**config.mk**
```make
export PLATFORM = sky130hd
export DESIGN_NAME = color_gradient_interpolator
export DESIGN_NICKNAME = d
export VERILOG_FILES = /design/src/hdl/cgi_pkg.sv /design/src/hdl/color_gradient_interpolator.sv
export SDC_FILE = /design/constraint.sdc
export NUM_CORES = 2
export LEC_CHECK = 0
export BUFFER_PORTS_ARGS = -buffer_cell sky130_fd_sc_hd__buf_2
export CORE_AREA = 2 2 388 390
export CTS_CLUSTER_DIAMETER = 150
export DETAILED_ROUTE_END_ITERATION = 12
export DIE_AREA = 0 0 390 392
export GPL_ROUTABILITY_DRIVEN = 0
export PLACE_DENSITY = 0.82
export SLEW_MARGIN = 0
export SYNTH_ARGS = -nofsm -noshare
export SYNTH_HDL_FRONTEND = slang
export SYNTH_SLANG_ARGS = --single-unit
```
**constraint.sdc**
```tcl
create_clock -name clk_i -period 20.6 [get_ports clk_i]
set_input_delay 4.12 -clock clk_i [delete_from_list [all_inputs] [get_ports clk_i]]
set_output_delay 4.12 -clock clk_i [all_outputs]
set_load 0.02 [all_outputs]
```
**src/hdl/cgi_pkg.sv**
```systemverilog
// Shared types and constants for the color gradient interpolator.
package cgi_pkg;

  localparam int TIME_W    = 16;  // Q1.15 age and stop time
  localparam int CHAN_W    = 8;   // one color channel
  localparam int STOP_W    = 48;  // packed stop register
  localparam int CNT_W     = 3;   // stop_count register
  localparam int CFG_IDX_W = 3;   // config register index
  localparam int T_W       = 15;  // blend fraction bits (t < 1.0 inside a segment)
  localparam int MIX_W     = 24;  // channel * Q1.15 weight, summed

  // Divider pipeline: quotient bits resolved per stage and number of stages
  localparam int DIV_STEP   = 3;
  localparam int DIV_STAGES = T_W / DIV_STEP;

  // Select stage, setup stage, divider stages, blend/output stage
  localparam int NUM_STAGES = 2 + DIV_STAGES + 1;

  localparam logic signed [TIME_W:0] MIN_DIFF = 17'sd4;

  // Config register indexes
  localparam logic [CFG_IDX_W-1:0] REG_STOP_COUNT = 3'd0;
  localparam logic [CFG_IDX_W-1:0] REG_STOP_BASE  = 3'd1;

  typedef struct packed {
    logic [CHAN_W-1:0] red;
    logic [CHAN_W-1:0] green;
    logic [CHAN_W-1:0] blue;
    logic [CHAN_W-1:0] alpha;
  } rgba_t;

endpackage

```
**src/hdl/color_gradient_interpolator.sv**
```systemverilog
// Top level: pipelined piecewise-linear RGBA gradient lookup.
//
//  channel  | signals                                   | direction
//  ---------+-------------------------------------------+----------
//  in       | in_valid_i, in_ready_o, age_i             | beat in
//  out      | out_valid_o, out_ready_i, red_o, green_o, | beat out
//           |   blue_o, alpha_o                         |
//  cfg      | cfg_we_i, cfg_idx_i, cfg_wdata_i          | write only
//
// One beat per cycle while out_ready_i is high; the stages are segment select, setup,
// five divider stages of three quotient bits each, and the blend/output register.
// The Q0.15 fraction divider sets the depth.
// Each stage holds a valid bit and advances when it is empty or the stage
// after it advances, so bubbles collapse and a stall drops nothing.
// Reset clears valid bits, stop_count (to 1) and the stop registers.
module color_gradient_interpolator
  import cgi_pkg::*;
#(
  parameter int MAX_STOPS = 7
) (
  input  logic                 clk_i,
  input  logic                 rst_ni,
  // configuration writes
  input  logic                 cfg_we_i,
  input  logic [CFG_IDX_W-1:0] cfg_idx_i,
  input  logic [STOP_W-1:0]    cfg_wdata_i,
  // age input channel
  input  logic                 in_valid_i,
  output logic                 in_ready_o,
  input  logic [TIME_W-1:0]    age_i,
  // color output channel
  output logic                 out_valid_o,
  input  logic                 out_ready_i,
  output logic [CHAN_W-1:0]    red_o,
  output logic [CHAN_W-1:0]    green_o,
  output logic [CHAN_W-1:0]    blue_o,
  output logic [CHAN_W-1:0]    alpha_o
);

  localparam int SEL_W = (MAX_STOPS > 1) ? $clog2(MAX_STOPS) : 1;

  // ---------------------------------------------------------------------
  // Configuration registers
  // ---------------------------------------------------------------------
  logic [CNT_W-1:0]  cnt_q;
  logic [STOP_W-1:0] stop_q [MAX_STOPS];

  always_ff @(posedge clk_i or negedge rst_ni) begin
    if (!rst_ni) begin
      cnt_q <= CNT_W'(1);
      for (int k = 0; k < MAX_STOPS; k++) begin
        stop_q[k] <= '0;
      end
    end else if (cfg_we_i) begin
      if (cfg_idx_i == REG_STOP_COUNT) begin
        cnt_q <= cfg_wdata_i[CNT_W-1:0];
      end
      for (int k = 0; k < MAX_STOPS; k++) begin
        if (cfg_idx_i == REG_STOP_BASE + CFG_IDX_W'(k)) begin
          stop_q[k] <= cfg_wdata_i;
        end
      end
    end
  end

  // ---------------------------------------------------------------------
  // Pipeline flow control: stage k advances if empty or stage k+1 advances
  // ---------------------------------------------------------------------
  logic [NUM_STAGES-1:0] v_q;
  logic [NUM_STAGES:0]   en;

  always_comb begin
    en[NUM_STAGES] = out_ready_i;
    for (int k = NUM_STAGES - 1; k >= 0; k--) begin
      en[k] = !v_q[k] || en[k+1];
    end
  end

  assign in_ready_o  = en[0];
  assign out_valid_o = v_q[NUM_STAGES-1];

  always_ff @(posedge clk_i or negedge rst_ni) begin
    if (!rst_ni) begin
      v_q <= '0;
    end else begin
      if (en[0]) begin
        v_q[0] <= in_valid_i;
      end
      for (int k = 1; k < NUM_STAGES; k++) begin
        if (en[k]) begin
          v_q[k] <= v_q[k-1];
        end
      end
    end
  end

  // ---------------------------------------------------------------------
  // Stage A: segment select. All stop compares in parallel, first stop
  // whose time exceeds the age ends the segment.
  // ---------------------------------------------------------------------
  logic [CNT_W-1:0]  cnt_m1;
  logic [SEL_W-1:0]  last_idx;
  logic [SEL_W-1:0]  seg_idx;
  logic [SEL_W-1:0]  nxt_idx;
  logic              seg_last;
  logic [MAX_STOPS-1:0] past;

  always_comb begin
    cnt_m1 = cnt_q - CNT_W'(1);
    if (cnt_q == '0) begin
      last_idx = '0;
    end else if (int'(cnt_q) > MAX_STOPS) begin
      last_idx = SEL_W'(MAX_STOPS - 1);
    end else begin
      last_idx = cnt_m1[SEL_W-1:0];
    end

    for (int k = 0; k < MAX_STOPS; k++) begin
      past[k] = stop_q[k][STOP_W-1 -: TIME_W] <= age_i;
    end

    seg_idx = last_idx;
    for (int k = MAX_STOPS - 2; k >= 0; k--) begin
      if (SEL_W'(k) < last_idx && !past[k+1]) begin
        seg_idx = SEL_W'(k);
      end
    end

    seg_last = (seg_idx == last_idx);
    nxt_idx  = seg_last ? seg_idx : seg_idx + SEL_W'(1);
  end

  logic [TIME_W-1:0] a_age_q;
  logic [TIME_W-1:0] a_ta_q;
  logic [TIME_W-1:0] a_tb_q;
  rgba_t             a_ca_q;
  rgba_t             a_cb_q;
  logic              a_last_q;

  always_ff @(posedge clk_i) begin
    if (en[0]) begin
      a_age_q  <= age_i;
      a_ta_q   <= stop_q[seg_idx][STOP_W-1 -: TIME_W];
      a_tb_q   <= stop_q[nxt_idx][STOP_W-1 -: TIME_W];
      a_ca_q   <= rgba_t'(stop_q[seg_idx][4*CHAN_W-1:0]);
      a_cb_q   <= rgba_t'(stop_q[nxt_idx][4*CHAN_W-1:0]);
      a_last_q <= seg_last;
    end
  end

  // ---------------------------------------------------------------------
  // Stage B: segment width and offset. The fraction is forced to zero past
  // the last stop, on a too-narrow or descending segment, and when the age
  // sits at or below the lower stop time.
  // ---------------------------------------------------------------------
  logic [TIME_W:0] b_diff;
  logic [TIME_W:0] b_num;
  logic            b_zero;

  always_comb begin
    b_diff = {1'b0, a_tb_q} - {1'b0, a_ta_q};
    b_num  = {1'b0, a_age_q} - {1'b0, a_ta_q};
    b_zero = a_last_q || ($signed(b_diff) < MIN_DIFF) ||
             b_num[TIME_W] || (b_num == '0);
  end

  // Divider pipe registers, index 0 loaded by stage B
  logic [TIME_W-1:0] rem_q  [DIV_STAGES+1];
  logic [TIME_W-1:0] dvs_q  [DIV_STAGES+1];
  logic [T_W-1:0]    quo_q  [DIV_STAGES+1];
  logic              zero_q [DIV_STAGES+1];
  rgba_t             ca_q   [DIV_STAGES+1];
  rgba_t             cb_q   [DIV_STAGES+1];

  always_ff @(posedge clk_i) begin
    if (en[1]) begin
      rem_q[0]  <= b_zero ? '0 : b_num[TIME_W-1:0];
      dvs_q[0]  <= b_diff[TIME_W-1:0];
      quo_q[0]  <= '0;
      zero_q[0] <= b_zero;
      ca_q[0]   <= a_ca_q;
      cb_q[0]   <= a_cb_q;
    end
  end

  // ---------------------------------------------------------------------
  // Divider stages: restoring division of (num << 15) / diff, num < diff,
  // DIV_STEP quotient bits per stage, MSB first.
  // ---------------------------------------------------------------------
  for (genvar s = 0; s < DIV_STAGES; s++) begin : g_div
    logic [TIME_W-1:0] rem_n;
    logic [T_W-1:0]    quo_n;
    logic [TIME_W:0]   shl;

    always_comb begin
      rem_n = rem_q[s];
      quo_n = quo_q[s];
      shl   = '0;
      for (int b = 0; b < DIV_STEP; b++) begin
        shl = {rem_n, 1'b0};
        if (shl >= {1'b0, dvs_q[s]}) begin
          shl   = shl - {1'b0, dvs_q[s]};
          quo_n = {quo_n[T_W-2:0], 1'b1};
        end else begin
          quo_n = {quo_n[T_W-2:0], 1'b0};
        end
        rem_n = shl[TIME_W-1:0];
      end
    end

    always_ff @(posedge clk_i) begin
      if (en[2+s]) begin
        rem_q[s+1]  <= rem_n;
        dvs_q[s+1]  <= dvs_q[s];
        quo_q[s+1]  <= quo_n;
        zero_q[s+1] <= zero_q[s];
        ca_q[s+1]   <= ca_q[s];
        cb_q[s+1]   <= cb_q[s];
      end
    end
  end

  // ---------------------------------------------------------------------
  // Blend stage: c = (ca * (1.0 - t) + cb * t) >> 15, registered as output
  // ---------------------------------------------------------------------
  logic [T_W-1:0]  t_frac;
  logic [T_W:0]    t_inv;
  rgba_t           ca_m;
  rgba_t           cb_m;
  logic [MIX_W-1:0] mix_r, mix_g, mix_b, mix_a;
  rgba_t           res_q;

  always_comb begin
    t_frac = zero_q[DIV_STAGES] ? '0 : quo_q[DIV_STAGES];
    t_inv  = {1'b1, {T_W{1'b0}}} - {1'b0, t_frac};
    ca_m   = ca_q[DIV_STAGES];
    cb_m   = cb_q[DIV_STAGES];
    mix_r  = MIX_W'(ca_m.red)   * MIX_W'(t_inv) + MIX_W'(cb_m.red)   * MIX_W'(t_frac);
    mix_g  = MIX_W'(ca_m.green) * MIX_W'(t_inv) + MIX_W'(cb_m.green) * MIX_W'(t_frac);
    mix_b  = MIX_W'(ca_m.blue)  * MIX_W'(t_inv) + MIX_W'(cb_m.blue)  * MIX_W'(t_frac);
    mix_a  = MIX_W'(ca_m.alpha) * MIX_W'(t_inv) + MIX_W'(cb_m.alpha) * MIX_W'(t_frac);
  end

  always_ff @(posedge clk_i) begin
    if (en[NUM_STAGES-1]) begin
      res_q.red   <= mix_r[T_W +: CHAN_W];
      res_q.green <= mix_g[T_W +: CHAN_W];
      res_q.blue  <= mix_b[T_W +: CHAN_W];
      res_q.alpha <= mix_a[T_W +: CHAN_W];
    end
  end

  assign red_o   = res_q.red;
  assign green_o = res_q.green;
  assign blue_o  = res_q.blue;
  assign alpha_o = res_q.alpha;

endmodule
```
==> results.yml <==
status:
  status: "completed"
die:
  die_y_um: 392
  die_area_um2: 153000
  rows: 142
  die_x_um: 390
  start_util_pct: 58.7
  core-area_um2: 149000
  ios: 106
clock_network:
  htree_levels: 3
  clock_latency_ns: 0.77
  post_cts_buffers: 0
  cts_inserted_buffers: 108
  hold_buffers: 0
  clk_path_buf_depth: 3
  clkTransAtPathRegs_ns: 0.06
  clock_sinks: 1087
  cts_tree: "built"
  clockRootBuffer: "clkbuf_16"
  post_cts_resized: 0
sta:
  worst_slew_pin_slew_ns: 1.23
  tns_ns: 0
  maxSlewHeadroom_pct: 17.6
  fin_worst_skew_ns: 0.0597
  hold_violations: 0
  drv_slew: 0
  period_share_pct: 56.4
  rsz0062_at_grt: "false"
  fmax_mhz: 86.1
  period_minus_slack_ns: 11.61
  setup_viol: 0
  timing.final.ws_setup_ns: 8.99
detailed_routing:
  drcViolationCount: 0
  drt_pass1_iterations: 6
  wl_um: 227000
  postRouteAntennaNets: 0
  via_per_inst: 6.32
  drt_iter0_drc: 6890
  dr_total_vias: 64200
  avgRoutedWirePerCell_um: 22.3
synthesis:
  synth_cell_types: 89
  synth_area_per_cell_um2: 10.6
  synth_fa_ha_area_share_pct: 27.3
  yosysWarnings: 0
  synth_edf_count: 740
  syn_inst: 8216
  synth_xor_area_share_pct: 2.54
  synth_compound_area_share_pct: 8.60
  netlist_area_um2: 87400
  ys.flop_type: "edfxtp_1"
  syn-num-nets: 9715
  synth_top_family_by_area: "adder cells"
  synth.ff_latch_count: 1087
  ys_seq_area_share_pct: 35.4
  yosys.area_share.simple_pct: 13.0
  synth_mux_area_share_pct: 6.96
  async_flop_share_pct: 31.9
global_route:
  grt_overflow: 0
  antenna_found_initial: 19
  grt_use_total_pct: 30.0
  grt_pass1_wl_um: 362000
  grt_max_degree: 136
  grt_pass1_vias: 66600
cells_and_area:
  nets: 9605
  stdcell_area_um2: 93600
  nFillCells: 10900
  drive_gt1_share_pct: 12.0
  area_delta_synth_final_pct: 7.07
worst_hold_path:
  min_path_cells: 0
  hp-start: "cb_q[0][29]"
  min_to: "cb_q[1][29]"
  min-delay-path-class: "reg -> reg"
setup_path:
  crit_required_ns: 16.48
  setup.worst_path.class: "in -> out"
  rrSetupSlack_ns: 10.43
  worst_setup_path_start_kind: "primary input"
  worstReg2RegEnd: "rem_q[3][5]"
  worstRegToRegCells: 31
  setup.worst_path.end_class: "output port"
  cp.arrival_ns: 7.49
  cp_max_fo: 45
  rr_startpoint: "dvs_q[2][1]"
placement:
  post-place-ws_ns: 8.94
  dpl_cell_area_um2: 89600
  portBuffers: 105
  dp_hpwl_um: 152000
run:
  maxCapViolCount: 0
-- sequential cells by signal (all words and copies together) (netlist names) --
signal,count
rem_q,80
alpha_o,8
ca_q,192
stop_q,336
cnt_q,3
green_o,8
red_o,8
v_q,8
a_ta_q,16
blue_o,8
zero_q,6
a_cb_q,32
a_tb_q,16
a_ca_q,32
a_age_q,16
dvs_q,80
cb_q,192
a_last_q,1
quo_q,45
-- layout make-up --
cell class,instances,area [um2],area share [%]
Multi-Input combinational cell,5722,51300,54.9
Sequential cell,1087,30900,33.0
Inverter,1005,3770,4.04
Clock buffer,136,2920,3.12
Tap cell,1944,2430,2.60
Timing Repair Buffer,182,1110,1.19
Clock inverter,70,1050,1.12
Antenna cell,11,27.5,0.0294
-- metal layers --
| metal | vias to the layer above | GRT usage, % | routed length, um | part of all wire [%] |
|---|---|---|---|---|
| li1 | 27700 | - | - | - |
| met1 | 31500 | 38.2 | 84200 | 37 |
| met2 | 3887 | 48.4 | 106000 | 47 |
| met4 | 16 | 16.2 | 13800 | 6.1 |
| met3 | 1003 | 6.15 | 22900 | 10 |
| met5 | - | 0 | 102 | 0.045 |
-- metrics by stage --
step                util, %  std cells  hold slack [ns]
CTS                    62.8      10100            0.384
global placement       60.2       9940            0.401
detailed placement     60.2       9940            0.405
global route           62.8      10200            0.398
finish                 62.8      10200            0.388
floorplan                 -       8216            0.400
-- kinds of logic after synthesis --
family | after synthesis
DFF | 1087
and+or+nand+nor | 2344
adders and majority gates | 1427
AOI/OAI and AO/OA | 1159
xor gates and xnor gates | 251
buffers and inverters | 1407
muxes | 541
-- cell usage after synthesis, types with 28 or more instances --
master | number | area (um2)
inv_1 | 1003 | 3760
nand2_1 | 973 | 3650
fa_1 | 799 | 16000
edfxtp_1 | 740 | 22200
ha_1 | 628 | 7860
mux2_2 | 517 | 5820
and2_1 | 411 | 2570
dfrtp_1 | 346 | 8660
clkbuf_1 | 320 | 1200
o21ai_0 | 313 | 1570
a21oi_1 | 307 | 1540
nand3_1 | 255 | 1280
nor2_1 | 206 | 773
xnor2_1 | 167 | 1460
nand4_1 | 125 | 782
a21o_1 | 114 | 856
nor3_1 | 85 | 425
and3_1 | 84 | 526
xor2_1 | 83 | 727
nor2b_1 | 56 | 350
a221oi_1 | 50 | 438
o311a_1 | 50 | 500
o21a_1 | 49 | 368
buf_2 | 41 | 205
nand2b_1 | 31 | 194
o21bai_1 | 31 | 233
a211oi_1 | 30 | 225
o211ai_1 | 30 | 225
or3_1 | 29 | 181
buf_1 | 28 | 105
-- critical path, cell delays in order --
cell	delay, ns
buf_2	0.09
nor2b_1	0.42
nand3_4	0.56
nor2_1	0.70
nand3_4	0.52
inv_1	0.36
nand3_4	0.34
buf_2	0.29
-- worst max path at each step --
| stage | start | to | slack (ns) |
|---|---|---|---|
| 2_1_floorplan | out_ready_i | in_ready_o | 2.97 |
| 5_1_grt | out_ready_i | in_ready_o | 8.65 |
| 3_3_place_gp | out_ready_i | in_ready_o | 9.09 |
| 4_1_cts | out_ready_i | in_ready_o | 8.91 |
| 3_5_place_dp | out_ready_i | in_ready_o | 8.94 |
| 6_report | out_ready_i | in_ready_o | 8.99 |
-- cell usage in the layout (no fill, tap or decap), types with 25 or more instances in the layout --
| master | Yosys | layout |
|---|---|---|
| nor3_1 | 85 | 83 |
| fa_1 | 799 | 799 |
| a21oi_1 | 307 | 307 |
| dfrtp_1 | 346 | 346 |
| o21ai_0 | 313 | 313 |
| nand3_1 | 255 | 252 |
| clkbuf_16 | 0 | 109 |
| nor2b_1 | 56 | 41 |
| nor2_1 | 206 | 203 |
| o21bai_1 | 31 | 31 |
| a221oi_1 | 50 | 50 |
| nor4_1 | 25 | 25 |
| mux2_2 | 517 | 517 |
| inv_1 | 1003 | 1001 |
| nand2_1 | 973 | 970 |
| o21a_1 | 49 | 49 |
| and2_1 | 411 | 411 |
| o311a_1 | 50 | 50 |
| xnor2_1 | 167 | 159 |
| xor2_1 | 83 | 80 |
| a211oi_1 | 30 | 30 |
| and3_1 | 84 | 84 |
| nand4_1 | 125 | 125 |
| edfxtp_1 | 740 | 740 |
| ha_1 | 628 | 628 |
| or3_1 | 29 | 28 |
| buf_4 | 4 | 77 |
| nand2b_1 | 31 | 31 |
| buf_2 | 41 | 104 |
| a21o_1 | 114 | 114 |
| o211ai_1 | 30 | 30 |
Power is left out: the tool's default activity adds up to more than one toggle a clock period on the data nets, which glitch-free logic cannot reach.
